[config.mk]
export PLATFORM = sky130hd
export DESIGN_NAME = nmea_rmc_sentence_parser
export DESIGN_NICKNAME = d
export VERILOG_FILES = /design/src/rmcp_pkg.sv /design/src/rmcp_front.sv /design/src/rmcp_finish.sv /design/src/rmcp_fifo2.sv /design/src/nmea_rmc_sentence_parser.sv
export SDC_FILE = /design/constraint.sdc
export NUM_CORES = 2
export LEC_CHECK = 0
export BUFFER_PORTS_ARGS = -buffer_cell sky130_fd_sc_hd__buf_2
export CAP_MARGIN = 20
export CORE_MARGIN = 3
export CORE_UTILIZATION = 64
export CTS_CLUSTER_SIZE = 10
export DETAILED_ROUTE_END_ITERATION = 10
export GPL_ROUTABILITY_DRIVEN = 0
export GPL_TIMING_DRIVEN = 0
export HOLD_SLACK_MARGIN = 0.12
export PLACE_DENSITY = 0.9
export SLEW_MARGIN = 20
export SYNTH_ARGS = -nofsm -noshare
export SYNTH_HDL_FRONTEND = slang
export SYNTH_SLANG_ARGS = --single-unit
[constraint.sdc]
create_clock -name i_clk -period 14.3 [get_ports i_clk]
set_input_delay 2.86 -clock i_clk [delete_from_list [all_inputs] [get_ports i_clk]]
set_output_delay 2.86 -clock i_clk [all_outputs]
set_load 0.005 [all_outputs]
[src/rmcp_pkg.sv]
// rmcp_pkg: shared types, constants and helpers of the rmc sentence parser
`timescale 1ns / 1ps

package rmcp_pkg;

    localparam int MAX_FIELD_CHARS_DEF = 16;

    // minute fractions kept to this many digits
    localparam int FRAC_DIGITS = 4;
    localparam int FRAC_SCALE  = 10 ** FRAC_DIGITS;
    localparam int FRAC_W      = $clog2(FRAC_SCALE);

    localparam int DEG_W = 10;
    localparam int INT_W = 20;
    localparam int PAIR_W = 7;
    localparam logic [INT_W-1:0] INT_SAT = INT_W'(999999);

    // header match position
    localparam logic [2:0] HDR_START   = 3'd1;
    localparam logic [2:0] HDR_MATCHED = 3'd6;
    localparam logic [2:0] HDR_REJECT  = 3'd7;

    localparam logic [3:0] FLD_NONE   = 4'd0;
    localparam logic [3:0] FLD_TIME   = 4'd1;
    localparam logic [3:0] FLD_STATUS = 4'd2;
    localparam logic [3:0] FLD_LAT    = 4'd3;
    localparam logic [3:0] FLD_LAT_NS = 4'd4;
    localparam logic [3:0] FLD_LON    = 4'd5;
    localparam logic [3:0] FLD_LON_EW = 4'd6;
    localparam logic [3:0] FLD_SPEED  = 4'd7;
    localparam logic [3:0] FLD_DATE   = 4'd9;
    localparam logic [3:0] FLD_LAST   = 4'd15;

    localparam logic [7:0] CH_DOLLAR = 8'h24;
    localparam logic [7:0] CH_LF     = 8'h0A;
    localparam logic [7:0] CH_COMMA  = 8'h2C;
    localparam logic [7:0] CH_DOT    = 8'h2E;
    localparam logic [7:0] CH_ZERO   = 8'h30;
    localparam logic [7:0] CH_NINE   = 8'h39;
    localparam logic [7:0] CH_V      = 8'h56;
    localparam logic [7:0] CH_N      = 8'h4E;
    localparam logic [7:0] CH_E      = 8'h45;

    // angle limits in fraction units
    localparam int LAT_W = 27;
    localparam int LON_W = 28;
    localparam logic [LAT_W-1:0] LAT_LIM = LAT_W'(90 * 60 * FRAC_SCALE);
    localparam logic [LAT_W-1:0] LON_LIM = LAT_W'(180 * 60 * FRAC_SCALE);
    localparam int ANG_W = DEG_W + 11 + FRAC_W;

    // speed: knots to metres per hour
    localparam int SPD_W = 21;
    localparam logic [10:0] SPEED_FACTOR = 11'd1852;
    localparam logic [SPD_W-1:0] SPEED_SAT = SPD_W'(1852000);
    localparam logic [INT_W-1:0] KNOTS_SAT = INT_W'(1000);
    localparam int SPX_W = FRAC_W + 11;
    localparam int RECIP_SHIFT = 38;
    localparam longint unsigned RECIP_L =
        ((64'd1 << RECIP_SHIFT) + 64'(FRAC_SCALE) - 64'd1) / 64'(FRAC_SCALE);
    localparam int RECIP_W = 25;
    localparam logic [RECIP_W-1:0] RECIP = RECIP_W'(RECIP_L);

    localparam int TD_W  = 33;
    localparam int RES_W = 1 + LAT_W + LON_W + SPD_W + TD_W;

    typedef enum logic [1:0] {
        OP_NONE   = 2'd0,
        OP_FIELD  = 2'd1,
        OP_CLEAR  = 2'd2,
        OP_COMMIT = 2'd3
    } t_op_kind;

    // one operation handed to the arithmetic pipeline: a finished field, a clear or a commit
    typedef struct packed {
        t_op_kind          kind;
        logic [3:0]        fnum;
        logic              len_nz;
        logic              len_eq1;
        logic              len_ge6;
        logic              len_ge7;
        logic              len_ge8;
        logic [DEG_W-1:0]  deg;
        logic [INT_W-1:0]  int_v;
        logic [FRAC_W-1:0] frac;
        logic              dbad;
        logic [7:0]        first_ch;
        logic [PAIR_W-1:0] p0;
        logic [PAIR_W-1:0] p1;
        logic [PAIR_W-1:0] p2;
    } t_fin_op;

    function automatic logic [7:0] rmc_tag(input logic [2:0] pos);
        logic [7:0] ch;
        case (pos)
            3'd1:    ch = 8'h47;
            3'd2:    ch = 8'h50;
            3'd3:    ch = 8'h52;
            3'd4:    ch = 8'h4D;
            3'd5:    ch = 8'h43;
            default: ch = 8'h00;
        endcase
        return ch;
    endfunction

    // weight of the k-th fraction digit
    function automatic logic [FRAC_W-1:0] frac_weight(input logic [2:0] k);
        logic [FRAC_W-1:0] w;
        w = FRAC_W'(1);
        for (int i = 0; i < FRAC_DIGITS - 1; i++) begin
            if (i < FRAC_DIGITS - 1 - int'(k)) begin
                w = FRAC_W'(w * FRAC_W'(10));
            end
        end
        return w;
    endfunction

endpackage

[src/rmcp_front.sv]
// rmcp_front: per-character sentence and field scanner
`timescale 1ns / 1ps

module rmcp_front
    import rmcp_pkg::*;
#(
    parameter int MAX_FIELD_CHARS = MAX_FIELD_CHARS_DEF
) (
    input  logic       i_clk,
    input  logic       i_rst_n,
    input  logic       i_accept,
    input  logic [7:0] i_byte,
    output logic       o_commit,
    output t_fin_op    o_op
);

    localparam int CW = $clog2(MAX_FIELD_CHARS + 1);

    typedef struct packed {
        logic [DEG_W-1:0]  deg;
        logic [INT_W-1:0]  int_v;
        logic [FRAC_W-1:0] frac;
        logic [2:0]        fcnt;
        logic              dot;
        logic              nstop;
        logic              dstop;
        logic              dbad;
        logic [7:0]        first_ch;
        logic [PAIR_W-1:0] p0;
        logic [PAIR_W-1:0] p1;
        logic [PAIR_W-1:0] p2;
    } t_fld;

    logic          r_active, n_active;
    logic [2:0]    r_hdr, n_hdr;
    logic [3:0]    r_fnum, n_fnum;
    logic [CW-1:0] r_cnt, n_cnt;
    t_fld          r_fld, n_fld;
    t_fin_op       r_op, n_op;

    logic       is_dig;
    logic [3:0] dval;
    logic [CW-1:0] degn;

    function automatic t_fld num_char(input t_fld f, input logic [7:0] c);
        logic [INT_W+3:0]  v;
        logic [FRAC_W+3:0] pw;
        t_fld              g;
        g  = f;
        v  = (INT_W+4)'(f.int_v) * (INT_W+4)'(10) + (INT_W+4)'(c[3:0]);
        pw = (FRAC_W+4)'(frac_weight(f.fcnt)) * (FRAC_W+4)'(c[3:0]);
        if (!f.nstop) begin
            if (c >= CH_ZERO && c <= CH_NINE) begin
                if (!f.dot) begin
                    g.int_v = (v > (INT_W+4)'(INT_SAT)) ? INT_SAT : v[INT_W-1:0];
                end else if (f.fcnt < 3'(FRAC_DIGITS)) begin
                    g.frac = f.frac + pw[FRAC_W-1:0];
                    g.fcnt = f.fcnt + 3'd1;
                end
            end else if (c == CH_DOT && !f.dot) begin
                g.dot = 1'b1;
            end else begin
                g.nstop = 1'b1;
            end
        end
        return g;
    endfunction

    assign is_dig = (i_byte >= CH_ZERO) && (i_byte <= CH_NINE);
    assign dval   = i_byte[3:0];
    assign degn   = (r_fnum == FLD_LAT) ? CW'(2) : CW'(3);

    always_comb begin
        n_active = r_active;
        n_hdr    = r_hdr;
        n_fnum   = r_fnum;
        n_cnt    = r_cnt;
        n_fld    = r_fld;

        n_op          = '0;
        n_op.kind     = OP_NONE;
        n_op.fnum     = r_fnum;
        n_op.len_nz   = (r_cnt != '0);
        n_op.len_eq1  = (r_cnt == CW'(1));
        n_op.len_ge6  = (r_cnt >= CW'(6));
        n_op.len_ge7  = (r_cnt >= CW'(7));
        n_op.len_ge8  = (r_cnt >= CW'(8));
        n_op.deg      = r_fld.deg;
        n_op.int_v    = r_fld.int_v;
        n_op.frac     = r_fld.frac;
        n_op.dbad     = r_fld.dbad;
        n_op.first_ch = r_fld.first_ch;
        n_op.p0       = r_fld.p0;
        n_op.p1       = r_fld.p1;
        n_op.p2       = r_fld.p2;

        if (i_accept) begin
            if (i_byte == CH_DOLLAR) begin
                n_fld     = '0;
                n_cnt     = '0;
                n_fnum    = FLD_NONE;
                n_active  = 1'b1;
                n_hdr     = HDR_START;
                n_op.kind = OP_CLEAR;
            end else if (r_active && i_byte == CH_LF) begin
                n_active = 1'b0;
                n_hdr    = '0;
                n_fld    = '0;
                n_cnt    = '0;
                n_fnum   = FLD_NONE;
                if (r_hdr == HDR_MATCHED) begin
                    n_op.kind = OP_COMMIT;
                end
            end else if (r_active && r_hdr != HDR_REJECT && r_fnum == FLD_NONE) begin
                if (i_byte == CH_COMMA) begin
                    if (r_hdr != HDR_MATCHED) begin
                        n_hdr = HDR_REJECT;
                    end else begin
                        n_fnum = FLD_TIME;
                        n_fld  = '0;
                        n_cnt  = '0;
                    end
                end else if (r_hdr < HDR_MATCHED) begin
                    n_hdr = (i_byte == rmc_tag(r_hdr)) ? r_hdr + 3'd1 : HDR_REJECT;
                end
            end else if (r_active && r_hdr != HDR_REJECT && i_byte == CH_COMMA) begin
                n_op.kind = OP_FIELD;
                n_fld     = '0;
                n_cnt     = '0;
                if (r_fnum < FLD_LAST) begin
                    n_fnum = r_fnum + 4'd1;
                end
            end else if (r_active && r_hdr != HDR_REJECT
                         && r_cnt < CW'(MAX_FIELD_CHARS)) begin
                n_cnt = r_cnt + CW'(1);
                case (r_fnum)
                    FLD_TIME, FLD_DATE: begin
                        if (r_cnt < CW'(6)) begin
                            if (is_dig) begin
                                case (r_cnt[2:1])
                                    2'd0:    n_fld.p0 = PAIR_W'(r_fld.p0 * PAIR_W'(10)
                                                        + PAIR_W'(dval));
                                    2'd1:    n_fld.p1 = PAIR_W'(r_fld.p1 * PAIR_W'(10)
                                                        + PAIR_W'(dval));
                                    default: n_fld.p2 = PAIR_W'(r_fld.p2 * PAIR_W'(10)
                                                        + PAIR_W'(dval));
                                endcase
                            end else begin
                                n_fld.dbad = 1'b1;
                            end
                        end
                    end
                    FLD_STATUS, FLD_LAT_NS, FLD_LON_EW: begin
                        if (r_cnt == '0) begin
                            n_fld.first_ch = i_byte;
                        end
                    end
                    FLD_LAT, FLD_LON: begin
                        if (r_cnt < degn) begin
                            if (!r_fld.dstop && is_dig) begin
                                n_fld.deg = DEG_W'(r_fld.deg * DEG_W'(10) + DEG_W'(dval));
                            end else begin
                                n_fld.dstop = 1'b1;
                            end
                        end else begin
                            n_fld = num_char(r_fld, i_byte);
                        end
                    end
                    FLD_SPEED: n_fld = num_char(r_fld, i_byte);
                    default: n_fld = r_fld;
                endcase
            end
        end
    end

    always_ff @(posedge i_clk) begin
        if (!i_rst_n) begin
            r_active <= 1'b0;
            r_hdr    <= '0;
            r_fnum   <= FLD_NONE;
            r_cnt    <= '0;
            r_fld    <= '0;
            r_op     <= '0;
        end else begin
            r_active <= n_active;
            r_hdr    <= n_hdr;
            r_fnum   <= n_fnum;
            r_cnt    <= n_cnt;
            r_fld    <= n_fld;
            r_op     <= n_op;
        end
    end

    assign o_op     = r_op;
    assign o_commit = (n_op.kind == OP_COMMIT);

    a_reject_no_field: assert property (@(posedge i_clk) disable iff (!i_rst_n)
        (r_hdr == HDR_REJECT || !r_active) |-> (r_fnum == FLD_NONE))
        else $error("field counter moved outside an accepted sentence");

endmodule

[src/rmcp_finish.sv]
// rmcp_finish: field arithmetic pipeline, sentence collection and held values
`timescale 1ns / 1ps

module rmcp_finish
    import rmcp_pkg::*;
(
    input  logic             i_clk,
    input  logic             i_rst_n,
    input  t_fin_op          i_op,
    output logic             o_res_valid,
    output logic [RES_W-1:0] o_res
);

    // stage 1
    t_fin_op            r_op1;
    logic [ANG_W-1:0]   r_ang_prod;
    logic [SPX_W-1:0]   r_spx;
    logic [SPD_W-1:0]   r_spi;
    logic               r_ksat1;
    // stage 2
    t_fin_op            r_op2;
    logic [LAT_W-1:0]   r_mag;
    logic [10:0]        r_spf;
    logic [SPD_W-1:0]   r_spi2;
    logic               r_ksat2;

    // sentence collection
    logic [TD_W-1:0]  r_ptd, n_ptd;
    logic             r_tok, n_tok, r_dok, n_dok, r_statv, n_statv;
    logic             r_latl, n_latl, r_latd, n_latd, r_latn, n_latn;
    logic             r_lonl, n_lonl, r_lond, n_lond, r_lonn, n_lonn;
    logic [LAT_W-1:0] r_latm, n_latm, r_lonm, n_lonm;
    logic [SPD_W-1:0] r_pspd, n_pspd;
    // held values
    logic [LAT_W-1:0] r_hlat, n_hlat;
    logic [LON_W-1:0] r_hlon, n_hlon;
    logic [SPD_W-1:0] r_hspd, n_hspd;
    logic [TD_W-1:0]  r_htd, n_htd;
    logic             r_res_valid, n_res_valid;
    logic [RES_W-1:0] r_res, n_res;

    logic [20:0]              ang_base;
    logic [ANG_W-1:0]         ang_sum;
    logic [LAT_W-1:0]         ang_lim;
    logic [SPX_W+RECIP_W-1:0] sp_q;
    logic [SPD_W-1:0]         spd_v;
    logic                     six, td_ok, lat_ok, lon_ok, warn;

    assign ang_base = 21'(i_op.deg) * 21'd60 + 21'(i_op.int_v);
    assign ang_sum  = r_ang_prod + ANG_W'(r_op1.frac);
    assign ang_lim  = (r_op1.fnum == FLD_LAT) ? LAT_LIM : LON_LIM;
    assign sp_q     = (SPX_W+RECIP_W)'(r_spx) * (SPX_W+RECIP_W)'(RECIP);

    always_ff @(posedge i_clk) begin
        if (!i_rst_n) begin
            r_op1 <= '0;
            r_op2 <= '0;
        end else begin
            r_op1 <= i_op;
            r_op2 <= r_op1;
        end
        r_ang_prod <= ANG_W'(ang_base) * ANG_W'(FRAC_SCALE);
        r_spx      <= SPX_W'(i_op.frac) * SPX_W'(SPEED_FACTOR);
        r_spi      <= SPD_W'(i_op.int_v[9:0]) * SPD_W'(SPEED_FACTOR);
        r_ksat1    <= (i_op.int_v >= KNOTS_SAT);
        r_mag      <= (ang_sum > ANG_W'(ang_lim)) ? ang_lim : ang_sum[LAT_W-1:0];
        r_spf      <= sp_q[RECIP_SHIFT +: 11];
        r_spi2     <= r_spi;
        r_ksat2    <= r_ksat1;
    end

    assign spd_v = r_ksat2 ? SPEED_SAT : r_spi2 + SPD_W'(r_spf);
    assign six   = r_op2.len_ge6 && !r_op2.dbad;

    always_comb begin
        n_ptd = r_ptd;  n_tok = r_tok;  n_dok = r_dok;  n_statv = r_statv;
        n_latl = r_latl; n_latd = r_latd; n_latn = r_latn; n_latm = r_latm;
        n_lonl = r_lonl; n_lond = r_lond; n_lonn = r_lonn; n_lonm = r_lonm;
        n_pspd = r_pspd;
        n_hlat = r_hlat; n_hlon = r_hlon; n_hspd = r_hspd; n_htd = r_htd;
        n_res_valid = 1'b0;
        n_res = r_res;
        td_ok = 1'b0;
        lat_ok = 1'b0;
        lon_ok = 1'b0;
        warn = 1'b0;

        if (r_op2.kind == OP_FIELD || r_op2.kind == OP_COMMIT) begin
            case (r_op2.fnum)
                FLD_TIME: begin
                    if (six && r_op2.p0 <= PAIR_W'(23) && r_op2.p1 <= PAIR_W'(59)
                        && r_op2.p2 <= PAIR_W'(59)) begin
                        n_ptd[16:0] = r_ptd[16:0]
                            | {r_op2.p2[5:0], r_op2.p1[5:0], r_op2.p0[4:0]};
                        n_tok = 1'b1;
                    end
                end
                FLD_DATE: begin
                    if (six && r_op2.p0 >= PAIR_W'(1) && r_op2.p0 <= PAIR_W'(31)
                        && r_op2.p1 >= PAIR_W'(1) && r_op2.p1 <= PAIR_W'(12)) begin
                        n_ptd[32:17] = r_ptd[32:17]
                            | {r_op2.p2, r_op2.p1[3:0], r_op2.p0[4:0]};
                        n_dok = 1'b1;
                    end
                end
                FLD_STATUS: n_statv = r_op2.len_nz && (r_op2.first_ch == CH_V);
                FLD_LAT: begin
                    n_latl = r_op2.len_ge7;
                    n_latm = r_mag;
                end
                FLD_LAT_NS: begin
                    n_latd = r_op2.len_eq1;
                    n_latn = (r_op2.first_ch != CH_N);
                end
                FLD_LON: begin
                    n_lonl = r_op2.len_ge8;
                    n_lonm = r_mag;
                end
                FLD_LON_EW: begin
                    n_lond = r_op2.len_eq1;
                    n_lonn = (r_op2.first_ch != CH_E);
                end
                FLD_SPEED: n_pspd = spd_v;
                default: n_pspd = n_pspd;
            endcase
        end

        if (r_op2.kind == OP_COMMIT) begin
            td_ok  = n_tok && n_dok;
            lat_ok = n_latl && n_latd;
            lon_ok = n_lonl && n_lond;
            warn   = n_statv || !td_ok || !lat_ok || !lon_ok;
            if (td_ok) begin
                n_htd = n_ptd;
            end
            if (lat_ok) begin
                n_hlat = n_latn ? LAT_W'(~n_latm + LAT_W'(1)) : n_latm;
            end
            if (lon_ok) begin
                n_hlon = n_lonn ? LON_W'(~LON_W'(n_lonm) + LON_W'(1)) : LON_W'(n_lonm);
            end
            n_hspd = n_pspd;
            n_res_valid = 1'b1;
            n_res = {n_htd, n_hspd, n_hlon, n_hlat, warn};
        end

        if (r_op2.kind == OP_COMMIT || r_op2.kind == OP_CLEAR) begin
            n_ptd = '0;  n_tok = 1'b0;  n_dok = 1'b0;  n_statv = 1'b0;
            n_latl = 1'b0; n_latd = 1'b0; n_latn = 1'b0; n_latm = '0;
            n_lonl = 1'b0; n_lond = 1'b0; n_lonn = 1'b0; n_lonm = '0;
            n_pspd = '0;
        end
    end

    always_ff @(posedge i_clk) begin
        if (!i_rst_n) begin
            r_ptd <= '0;  r_tok <= 1'b0;  r_dok <= 1'b0;  r_statv <= 1'b0;
            r_latl <= 1'b0; r_latd <= 1'b0; r_latn <= 1'b0; r_latm <= '0;
            r_lonl <= 1'b0; r_lond <= 1'b0; r_lonn <= 1'b0; r_lonm <= '0;
            r_pspd <= '0;
            r_hlat <= '0; r_hlon <= '0; r_hspd <= '0; r_htd <= '0;
            r_res_valid <= 1'b0;
        end else begin
            r_ptd <= n_ptd;  r_tok <= n_tok;  r_dok <= n_dok;  r_statv <= n_statv;
            r_latl <= n_latl; r_latd <= n_latd; r_latn <= n_latn; r_latm <= n_latm;
            r_lonl <= n_lonl; r_lond <= n_lond; r_lonn <= n_lonn; r_lonm <= n_lonm;
            r_pspd <= n_pspd;
            r_hlat <= n_hlat; r_hlon <= n_hlon; r_hspd <= n_hspd; r_htd <= n_htd;
            r_res_valid <= n_res_valid;
        end
        r_res <= n_res;
    end

    assign o_res_valid = r_res_valid;
    assign o_res       = r_res;

endmodule

[src/rmcp_fifo2.sv]
// rmcp_fifo2: two-entry result buffer between the parser and the output stream
`timescale 1ns / 1ps

module rmcp_fifo2 #(
    parameter int WIDTH = 8
) (
    input  logic             i_clk,
    input  logic             i_rst_n,
    input  logic             i_push,
    input  logic [WIDTH-1:0] i_data,
    input  logic             i_pop,
    output logic             o_valid,
    output logic [WIDTH-1:0] o_data,
    output logic [1:0]       o_count
);

    logic [WIDTH-1:0] r_head, n_head, r_tail, n_tail;
    logic [1:0]       r_count, n_count;
    logic             pop;

    assign pop = i_pop && (r_count != 2'd0);

    always_comb begin
        n_head  = r_head;
        n_tail  = r_tail;
        n_count = r_count + 2'(i_push) - 2'(pop);
        if (pop) begin
            if (r_count == 2'd2) begin
                n_head = r_tail;
            end else if (i_push) begin
                n_head = i_data;
            end
        end else if (i_push && r_count == 2'd0) begin
            n_head = i_data;
        end
        if (i_push && ((r_count == 2'd1 && !pop) || (r_count == 2'd2 && pop))) begin
            n_tail = i_data;
        end
    end

    always_ff @(posedge i_clk) begin
        if (!i_rst_n) begin
            r_count <= 2'd0;
        end else begin
            r_count <= n_count;
        end
        r_head <= n_head;
        r_tail <= n_tail;
    end

    assign o_valid = (r_count != 2'd0);
    assign o_data  = r_head;
    assign o_count = r_count;

endmodule

[src/nmea_rmc_sentence_parser.sv]
// nmea_rmc_sentence_parser: top level of the rmc sentence parser
//
//  channel   dir  word                       notes
//  s_axis    in   8 bit rx_byte              one character per word
//  m_axis    out  112 bit fix result         one word per accepted sentence
//
//  one character is taken per cycle, back to back, while s_axis_tready is high
//  a result goes through the op register, both arithmetic stages, the result register
//  up to two results wait in the output buffer; s_axis_tready drops while two are owed
//  reset is synchronous and clears all held values
`timescale 1ns / 1ps

module nmea_rmc_sentence_parser
    import rmcp_pkg::*;
#(
    parameter int MAX_FIELD_CHARS = MAX_FIELD_CHARS_DEF
) (
    input  logic         i_clk,
    input  logic         i_rst_n,
    input  logic         s_axis_tvalid,
    output logic         s_axis_tready,
    input  logic [7:0]   s_axis_tdata,  // rx_byte[7:0]
    output logic         m_axis_tvalid,
    input  logic         m_axis_tready,
    // fix_warning, latitude_units, longitude_units, speed_m_per_h, utc_hour,
    // utc_minute, utc_second, day_of_month, month_number, year_two_digit, zero pad
    output logic [111:0] m_axis_tdata
);

    logic             accept, commit, pop;
    t_fin_op          op;
    logic             res_valid;
    logic [RES_W-1:0] res;
    logic [RES_W-1:0] out_data;
    logic [1:0]       buf_count;
    logic [1:0]       r_credit, n_credit;

    assign accept = s_axis_tvalid && s_axis_tready;
    assign pop    = m_axis_tvalid && m_axis_tready;

    rmcp_front #(
        .MAX_FIELD_CHARS(MAX_FIELD_CHARS)
    ) u_front (
        .i_clk    (i_clk),
        .i_rst_n  (i_rst_n),
        .i_accept (accept),
        .i_byte   (s_axis_tdata),
        .o_commit (commit),
        .o_op     (op)
    );

    rmcp_finish u_finish (
        .i_clk       (i_clk),
        .i_rst_n     (i_rst_n),
        .i_op        (op),
        .o_res_valid (res_valid),
        .o_res       (res)
    );

    rmcp_fifo2 #(
        .WIDTH(RES_W)
    ) u_fifo (
        .i_clk   (i_clk),
        .i_rst_n (i_rst_n),
        .i_push  (res_valid),
        .i_data  (res),
        .i_pop   (m_axis_tready),
        .o_valid (m_axis_tvalid),
        .o_data  (out_data),
        .o_count (buf_count)
    );

    // results owed: in the pipeline or buffered
    assign n_credit = r_credit + 2'(commit) - 2'(pop);

    always_ff @(posedge i_clk) begin
        if (!i_rst_n) begin
            r_credit <= 2'd0;
        end else begin
            r_credit <= n_credit;
        end
    end

    assign s_axis_tready = (r_credit != 2'd2);
    assign m_axis_tdata  = {{(112 - RES_W){1'b0}}, out_data};

    a_credit_max: assert property (@(posedge i_clk) disable iff (!i_rst_n)
        r_credit <= 2'd2)
        else $error("more than two results owed");

    a_buf_within_credit: assert property (@(posedge i_clk) disable iff (!i_rst_n)
        buf_count <= r_credit)
        else $error("buffered results exceed owed count");

    a_push_has_room: assert property (@(posedge i_clk) disable iff (!i_rst_n)
        res_valid |-> (buf_count != 2'd2))
        else $error("result arrived at a full buffer");

endmodule

; ---- Word-level counts from Yosys, hierarchy flattened
; Index checks and enable logic that the tools add are counted.
[op_classes]
reduce_logical = 84
n_addsub = 21
mux = 168
mul = 16
bitwise_logic = 5
order_cmp = 24
n_eq_ne = 59
[op_table]
columns = cell, n
row1 = 14-bit 2-to-1 mux, 49
row2 = 80-bit 2-to-1 mux, 7
row3 = 110-bit 2-to-1 mux, 4
row4 = 27-bit 2-to-1 mux, 8
row5 = 21-bit 2-to-1 mux, 6
row6 = 39-bit 2-to-1 mux, 3
row7 = 17-bit 2-to-1 mux, 6
row8 = 50-bit one-hot mux with 2 select lines, 1
row9 = 37-bit 2-to-1 mux, 2
row10 = 33-bit 2-to-1 mux, 2
row11 = 8-bit 2-to-1 mux, 8
row12 = 5-bit nonzero test, 12
row13 = 14-bit by 3-bit multiplier with 13-bit output (second input constant), 4
row14 = 28-bit 2-to-1 mux, 2
row15 = 8-bit AND reduction, 6
row16 = 23-bit by 25-bit multiplier with 47-bit output (second input constant), 1
row17 = 20-bit 2-to-1 mux, 2
row18 = 6-bit by 1-bit inequality test with 1-bit output (second input constant), 6
row19 = 35-bit by 14-bit adder with 35-bit output, 1
row20 = 35-bit by 27-bit > comparator with 1-bit output, 1
row21 = 5-bit 2-to-1 mux, 7
row22 = 7-bit one-hot mux with 5 select lines, 1
row23 = 4-bit by 3-bit == test with 1-bit output (second input constant), 8
row24 = 1-bit by 32-bit < comparator with 1-bit output (first input constant), 1
row25 = 92 further kinds, 229
[totals]
input_bits = 12
regBits = 946
out_inout_bits = 114

; ---- Longest topological paths before layout
[depth]
ltp_word = 44
ltp_mapped = 40
mapped_depth_nobuf = 40

; ---- Cells and area by module
; A second synthesis with hierarchy kept.
[unflattened]
hier_cells = 5457
hier_area_um2 = 58113.2
[by_module_without_submodules]
columns = mod, instances, cells_per_inst, area_each_um2
row1 = rmcp_finish, 1, 3872, 38438.1
row2 = rmcp_front, 1, 1210, 11134.4
row3 = rmcp_fifo2, 1, 360, 8395.6
row4 = nmea_rmc_sentence_parser, 1, 15, 145.1

; ---- Worst setup path before layout
; OpenSTA, ideal clock, no wires.
[synth_timing]
path_kind = input to register
from = input m_axis_tready
to = register u_fifo.r_tail[0] (enable)
slack_ps = 2243
path_stages = 4
arrival_ps = 11309
required_ps = 13553
path_buffers = 2
path_cell_list = nand3_1 -> clkbuf_1 -> clkbuf_1 -> a21boi_0
[synth_between]
elab_chain_len = 5
[synth_rtl]
columns = element, line_no
row1 = start: declaration, nmea_rmc_sentence_parser.sv:24  ; input logic m_axis_tready,
row2 = 1-bit logical AND *, rmcp_fifo2.sv:21  ; assign pop = i_pop && (r_count != 2'd0);
row3 = 1-bit logical NOT, rmcp_fifo2.sv:36  ; if (i_push && ((r_count == 2'd1 && !pop) || (r_count == 2'd2 && pop))) begin
row4 = 1-bit logical AND, rmcp_fifo2.sv:36
row5 = 1-bit logical OR *, rmcp_fifo2.sv:36
row6 = 1-bit logical AND *, rmcp_fifo2.sv:36
row7 = end signal: assignment, rmcp_fifo2.sv:48  ; r_tail <= n_tail;
row8 = end: declaration, rmcp_fifo2.sv:17  ; logic [WIDTH-1:0] r_head, n_head, r_tail, n_tail;
; Mark *: on every way between the ends. The rest lies on a longest branch, timed or not.
; A chain may end at the register's enable or synchronous reset.

; ---- Worst setup path in the final report
[layout_timing]
from = register u_front.r_op (netlist bit u_front.o_op[66])
to = register u_finish.r_ang_prod[33]
[layout_between]
elab_chain_len = 3
[layout_rtl]
columns = element, line_no
row1 = start: declaration, rmcp_front.sv:39  ; t_fin_op r_op, n_op;
row2 = start signal: assignment, rmcp_front.sv:190  ; r_op <= n_op;
row3 = 10-bit by 4-bit multiplier with 14-bit output, rmcp_finish.sv:49  ; assign ang_base = 21'(i_op.deg) * 21'd60 + 21'(i_op.int_v);
row4 = 16-bit by 20-bit adder with 21-bit output, rmcp_finish.sv:49
row5 = 21-bit by 10-bit multiplier with 31-bit output, rmcp_finish.sv:62  ; r_ang_prod <= ANG_W'(ang_base) * ANG_W'(FRAC_SCALE);
row6 = end signal: assignment, rmcp_finish.sv:62
row7 = end: declaration, rmcp_finish.sv:16  ; logic [ANG_W-1:0] r_ang_prod;
; Every way passes these cells.

==> run summary <==
The combined area of all synthesized cells came out at 57,400 µm². The post-layout minimum cycle time came out at 9.23 ns. The fraction of the cycle the final worst path needs is 64.5%.

The worst setup path is of the reg2reg kind. The clock input transition at the sequential cells of the worst setup and hold paths came out at 0.06 ns. Summing over every cut layer, the via total after detailed routing is 42.3k.

The HPWL after detailed placement is 108,000 µm. The initial utilization of the core area, before any placement, comes to 64.8%. The floorplan step defined a core boundary enclosing 88,600 µm². The post-synthesis async set-or-reset flop share came out at 0%. The average routed wire per standard cell came out at 21.6 µm. For this run, the leading register cell type out of synthesis is sky130_fd_sc_hd__dfxtp_1. The post-CTS setup-driven buffer insertion count came out at 0. The clock skew is 0.0688 ns. STA classifies the critical path endpoint as a flop. The number of optimization iterations in the first detailed-route pass came out at 8. The ratio of cells with drive above 1 in the final layout came out at 8.39%. The flip-flop and latch count after synthesis is 945. Leaving out fill and tap cells, the most frequent cells in the layout are sky130_fd_sc_hd__inv_1 (652), sky130_fd_sc_hd__dfxtp_1 (615), sky130_fd_sc_hd__ha_1 (606), sky130_fd_sc_hd__fa_1 (409), sky130_fd_sc_hd__nand2_1 (383). After filler insertion, the fill cell instance count of the layout stands at 5,291. The full die area is 93,400 µm². The number of buffers and inverters on the critical path is 4. After detailed routing, the number of remaining DRC violations is 0.

The final-layout setup total negative slack is 0 ns. The number of gates on the worst path with buffers counted came out at 34. For this design the static power due to leakage is 29.1 nW. At the worst endpoint, the arrival time is 9.86 ns. For this design, the slowest cell found on the critical path is sky130_fd_sc_hd__o41ai_1. The post-synthesis average cell area came out at 10.6 µm². The via count normalized by instance count came out at 6.14. The total of endpoints with negative setup slack in the final report came out at 0. The number of hold violations in the final report came out at 0. The startpoint identified for the worst hold timing path is u_finish.r_spi[10]. In this run the tightest slew margin relative to its limit is 27.4%. TritonCTS built the clock tree. In this run, post-CTS hold repair placed 0 buffers. The critical path launch point type is a flop.

The highest cell delay on the worst timing path came out at 0.59 ns. Counting cells, the worst reg-to-reg path comes to 34. The flow ran to the end, and the final reports show no timing, DRC or antenna violations. The sink of the worst hold path is u_finish.r_spi2[10].

The number of CTS-inserted buffers is 108. Per report_power, the sequential group accounts for 50.1% of the total. In the global route stage, met2 resource usage came out at 52.6%. The global routing met3 resource utilization came out at 7.32%. Leaving out fill and tap cells, the most frequent cell in the layout is sky130_fd_sc_hd__inv_1. The clock passes through at most 3 buffers.

The switching part of the total came out at 22.6%. For this run, the total global-route usage over all layers was measured as 31.6%. Along the worst hold path, the cell count comes to 0.

The upper clock frequency limit came out at 108 MHz. Of the total power, combinational logic draws 4.5%. The number of buffer cells added on primary ports came out at 122. After floorplanning, the core was divided into 109 placement rows. The number of unique standard cell types used by synthesis came out at 98.

The startpoint identified for the worst register-to-register timing path is u_front.o_op[66]. The clock sink total is 945. The root buffer cell chosen for the clock tree is sky130_fd_sc_hd__clkbuf_16. The net switching power figure came out at 1.27 mW. Summing internal, switching and leakage power gives 5.59 mW. The number of nets in the final layout came out at 6,668. The post-detailed-routing wire length is 149,000 µm. The share of the Yosys chip area taken by registers is 38.7%. The count of pins over their slew limit is 0. Of all nets on the critical path, the largest fanout is 6. By instance count, the cell type seen most on the critical path is sky130_fd_sc_hd__ha_1. After global routing the overflow that remains totals 0. The peak supply drop came out at 0.102 mV. The final hold slack came out at 0.290 ns. Pin placement for this block handled 126 I/O pins. The layer with the highest usage after global routing is met2. Broken down by cell family, the worst path's largest delay share belongs to adder cells. The data required time at the worst endpoint came out at 14.93 ns. Sorting the synthesized cells by area gives the leading types as sky130_fd_sc_hd__dfxtp_1 (21%), sky130_fd_sc_hd__edfxtp_1 (17%), sky130_fd_sc_hd__fa_1 (14%), sky130_fd_sc_hd__ha_1 (13%), sky130_fd_sc_hd__inv_1 (4.3%). The number of H-tree branching levels is 3. The maximum number of pins on one net before global-route repair came out at 61.

Max-cap violations in this run came to 0. The internal power is 4.33 mW. The via count of the first global-routing pass is 44.6k. The top cell type by area accounts for 21.4% of the synthesized area. The number of enable-type register cells in the synthesized netlist is 330. The later pin in the worst-skew pair is clocked with a latency of 0.72 ns.

Of the total power, the clock network draws 45.4%. The number of nets with antenna violations after detailed routing is 0. The type of the worst min-delay path is reg2reg. The slew at the pin closest to its max-slew limit came out at 1.09 ns. The worst reg-to-reg setup slack came out at 5.07 ns. The number of gates resized after CTS was 0. The die extent in x came out at 306 µm. The layout-stage area growth over the synthesis result is 9.81%. The met1 track utilization from global routing is 38.4%.

The global-route wire length before repair came out at 235,000 µm. The total number of yosys warnings is 0. The die span in y is 306 µm. The worst register-to-register path ends at u_finish.r_ang_prod[33]. The biggest area contributor in the post-synthesis netlist is sky130_fd_sc_hd__dfxtp_1. The number of DRC markers in iteration 0 is 4,453. The number of standard cells after synthesis is 5,397. The number of antenna violations at the first check in global routing is 5. Setup repair after global routing left no endpoint under its margin.

For this design the ratio of total power to cell area is 88.7 nW/µm².
==> metrics by stage <==
step / cells / instance area, µm² / setup WS [ns] / util (%)
finish: 6882 / 63100 / 5.07 / 71.2
global placement: 6685 / 59500 / -1.47 / 67.1
global route: 6878 / 63100 / 4.48 / 71.1
floorplan: 5398 / 57400 / 2.24 / -
CTS: 6876 / 63100 / 5.15 / 71.1
detailed placement: 6696 / 59800 / 5.20 / 67.5
==> worst register-to-register path, delay by kind of cell (launching register included) <==
family                   cells  cell delay, ns
adder cells (fa/ha/maj)     10            3.76
AO/OA/AOI/OAI               12            3.08
XOR/XNOR                     4            0.82
AND/OR/NAND/NOR              4            0.70
flip-flops                   1            0.45
buffers and inverters        4            0.33
==> cell usage after synthesis, types with 152 or more instances <==
master and n:
sky130_fd_sc_hd__a21oi_1 244, sky130_fd_sc_hd__and2_1 237, sky130_fd_sc_hd__dfxtp_1 615, sky130_fd_sc_hd__edfxtp_1 330
sky130_fd_sc_hd__fa_1 409, sky130_fd_sc_hd__ha_1 606, sky130_fd_sc_hd__inv_1 652, sky130_fd_sc_hd__mux2_2 152
sky130_fd_sc_hd__nand2_1 383, sky130_fd_sc_hd__nor2_1 360, sky130_fd_sc_hd__o21ai_0 167, sky130_fd_sc_hd__xnor2_1 190
==> per-layer routing <==
metal / part of all wire [%] / vias up
met4: 5.8 / 4
met2: 47 / 2585
met5: 0.021 / -
met1: 37 / 20300
met3: 10 / 722
li1: - / 18700
==> state kept, by name, summed over array words and instances (netlist names), 3 cells and up <==
signal,flops
u_fifo.o_data,110
u_fifo.r_tail,110
u_finish.o_res,110
u_front.o_op,85
u_front.n_op,74
u_finish.r_op1,55
u_finish.r_op2,41
u_finish.r_htd,33
u_finish.r_ptd,33
u_finish.r_ang_prod,31
u_finish.r_hlon,28
u_finish.r_hlat,27
u_finish.r_latm,27
u_finish.r_lonm,27
u_finish.r_mag,27
u_finish.r_spx,23
u_finish.r_pspd,21
u_finish.r_spi2,19
u_finish.r_spi,18
u_finish.r_spf,11
u_front.r_fld,6
u_front.r_cnt,5
u_front.r_fnum,4
u_front.r_hdr,3
==> layout make-up <==
cell class	count	area, µm²	area share (%)
Multi-Input combinational cell	3648	32200	51.1
Sequential cell	945	22200	35.2
Clock buffer	166	2960	4.69
Inverter	652	2450	3.88
Tap cell	1165	1460	2.31
Timing Repair Buffer	133	913	1.45
Buffer	153	602	0.954
Clock inverter	14	255	0.405
Antenna cell	6	15.0	0.0238
==> power groups by stage <==
stage	sequential [mW]	clock, mW	combinational [mW]
after floorplan	2.86	0	0.152
after global placement	2.86	0	0.223
after detailed placement	2.86	0	0.242
after CTS	2.80	2.54	0.249
after global routing	2.80	2.66	0.274
final	2.80	2.54	0.252
==> worst max path at each step <==
stage,startpoint,to,slack [ns]
finish,u_front.o_op[66],u_finish.r_ang_prod[33],5.07
global route,u_front.o_op[66],u_finish.r_ang_prod[33],4.48
CTS,u_front.o_op[64],u_finish.r_ang_prod[33],5.15
detailed placement,u_front.o_op[64],u_finish.r_ang_prod[33],5.20
global placement,m_axis_tready,u_fifo.r_tail[63],-1.47
floorplan,m_axis_tready,u_fifo.r_tail[0],2.24
==> cell families (layout without fill, tap and decap cells) <==
| logic type | Yosys count | after routing | synth area share, % |
|---|---|---|---|
| xor+xnor | 274 | 274 | 4.20 |
| flops | 945 | 945 | 38.7 |
| buf+inv | 805 | 1118 | 5.30 |
| fa+ha+maj | 1015 | 1015 | 27.5 |
| simple gates | 1395 | 1395 | 11.9 |
| other cells | 1 | 8 | 0.00653 |
| mux | 219 | 219 | 4.15 |
| compound gates | 743 | 743 | 8.29 |
Power figures use the tool's default switching activity.
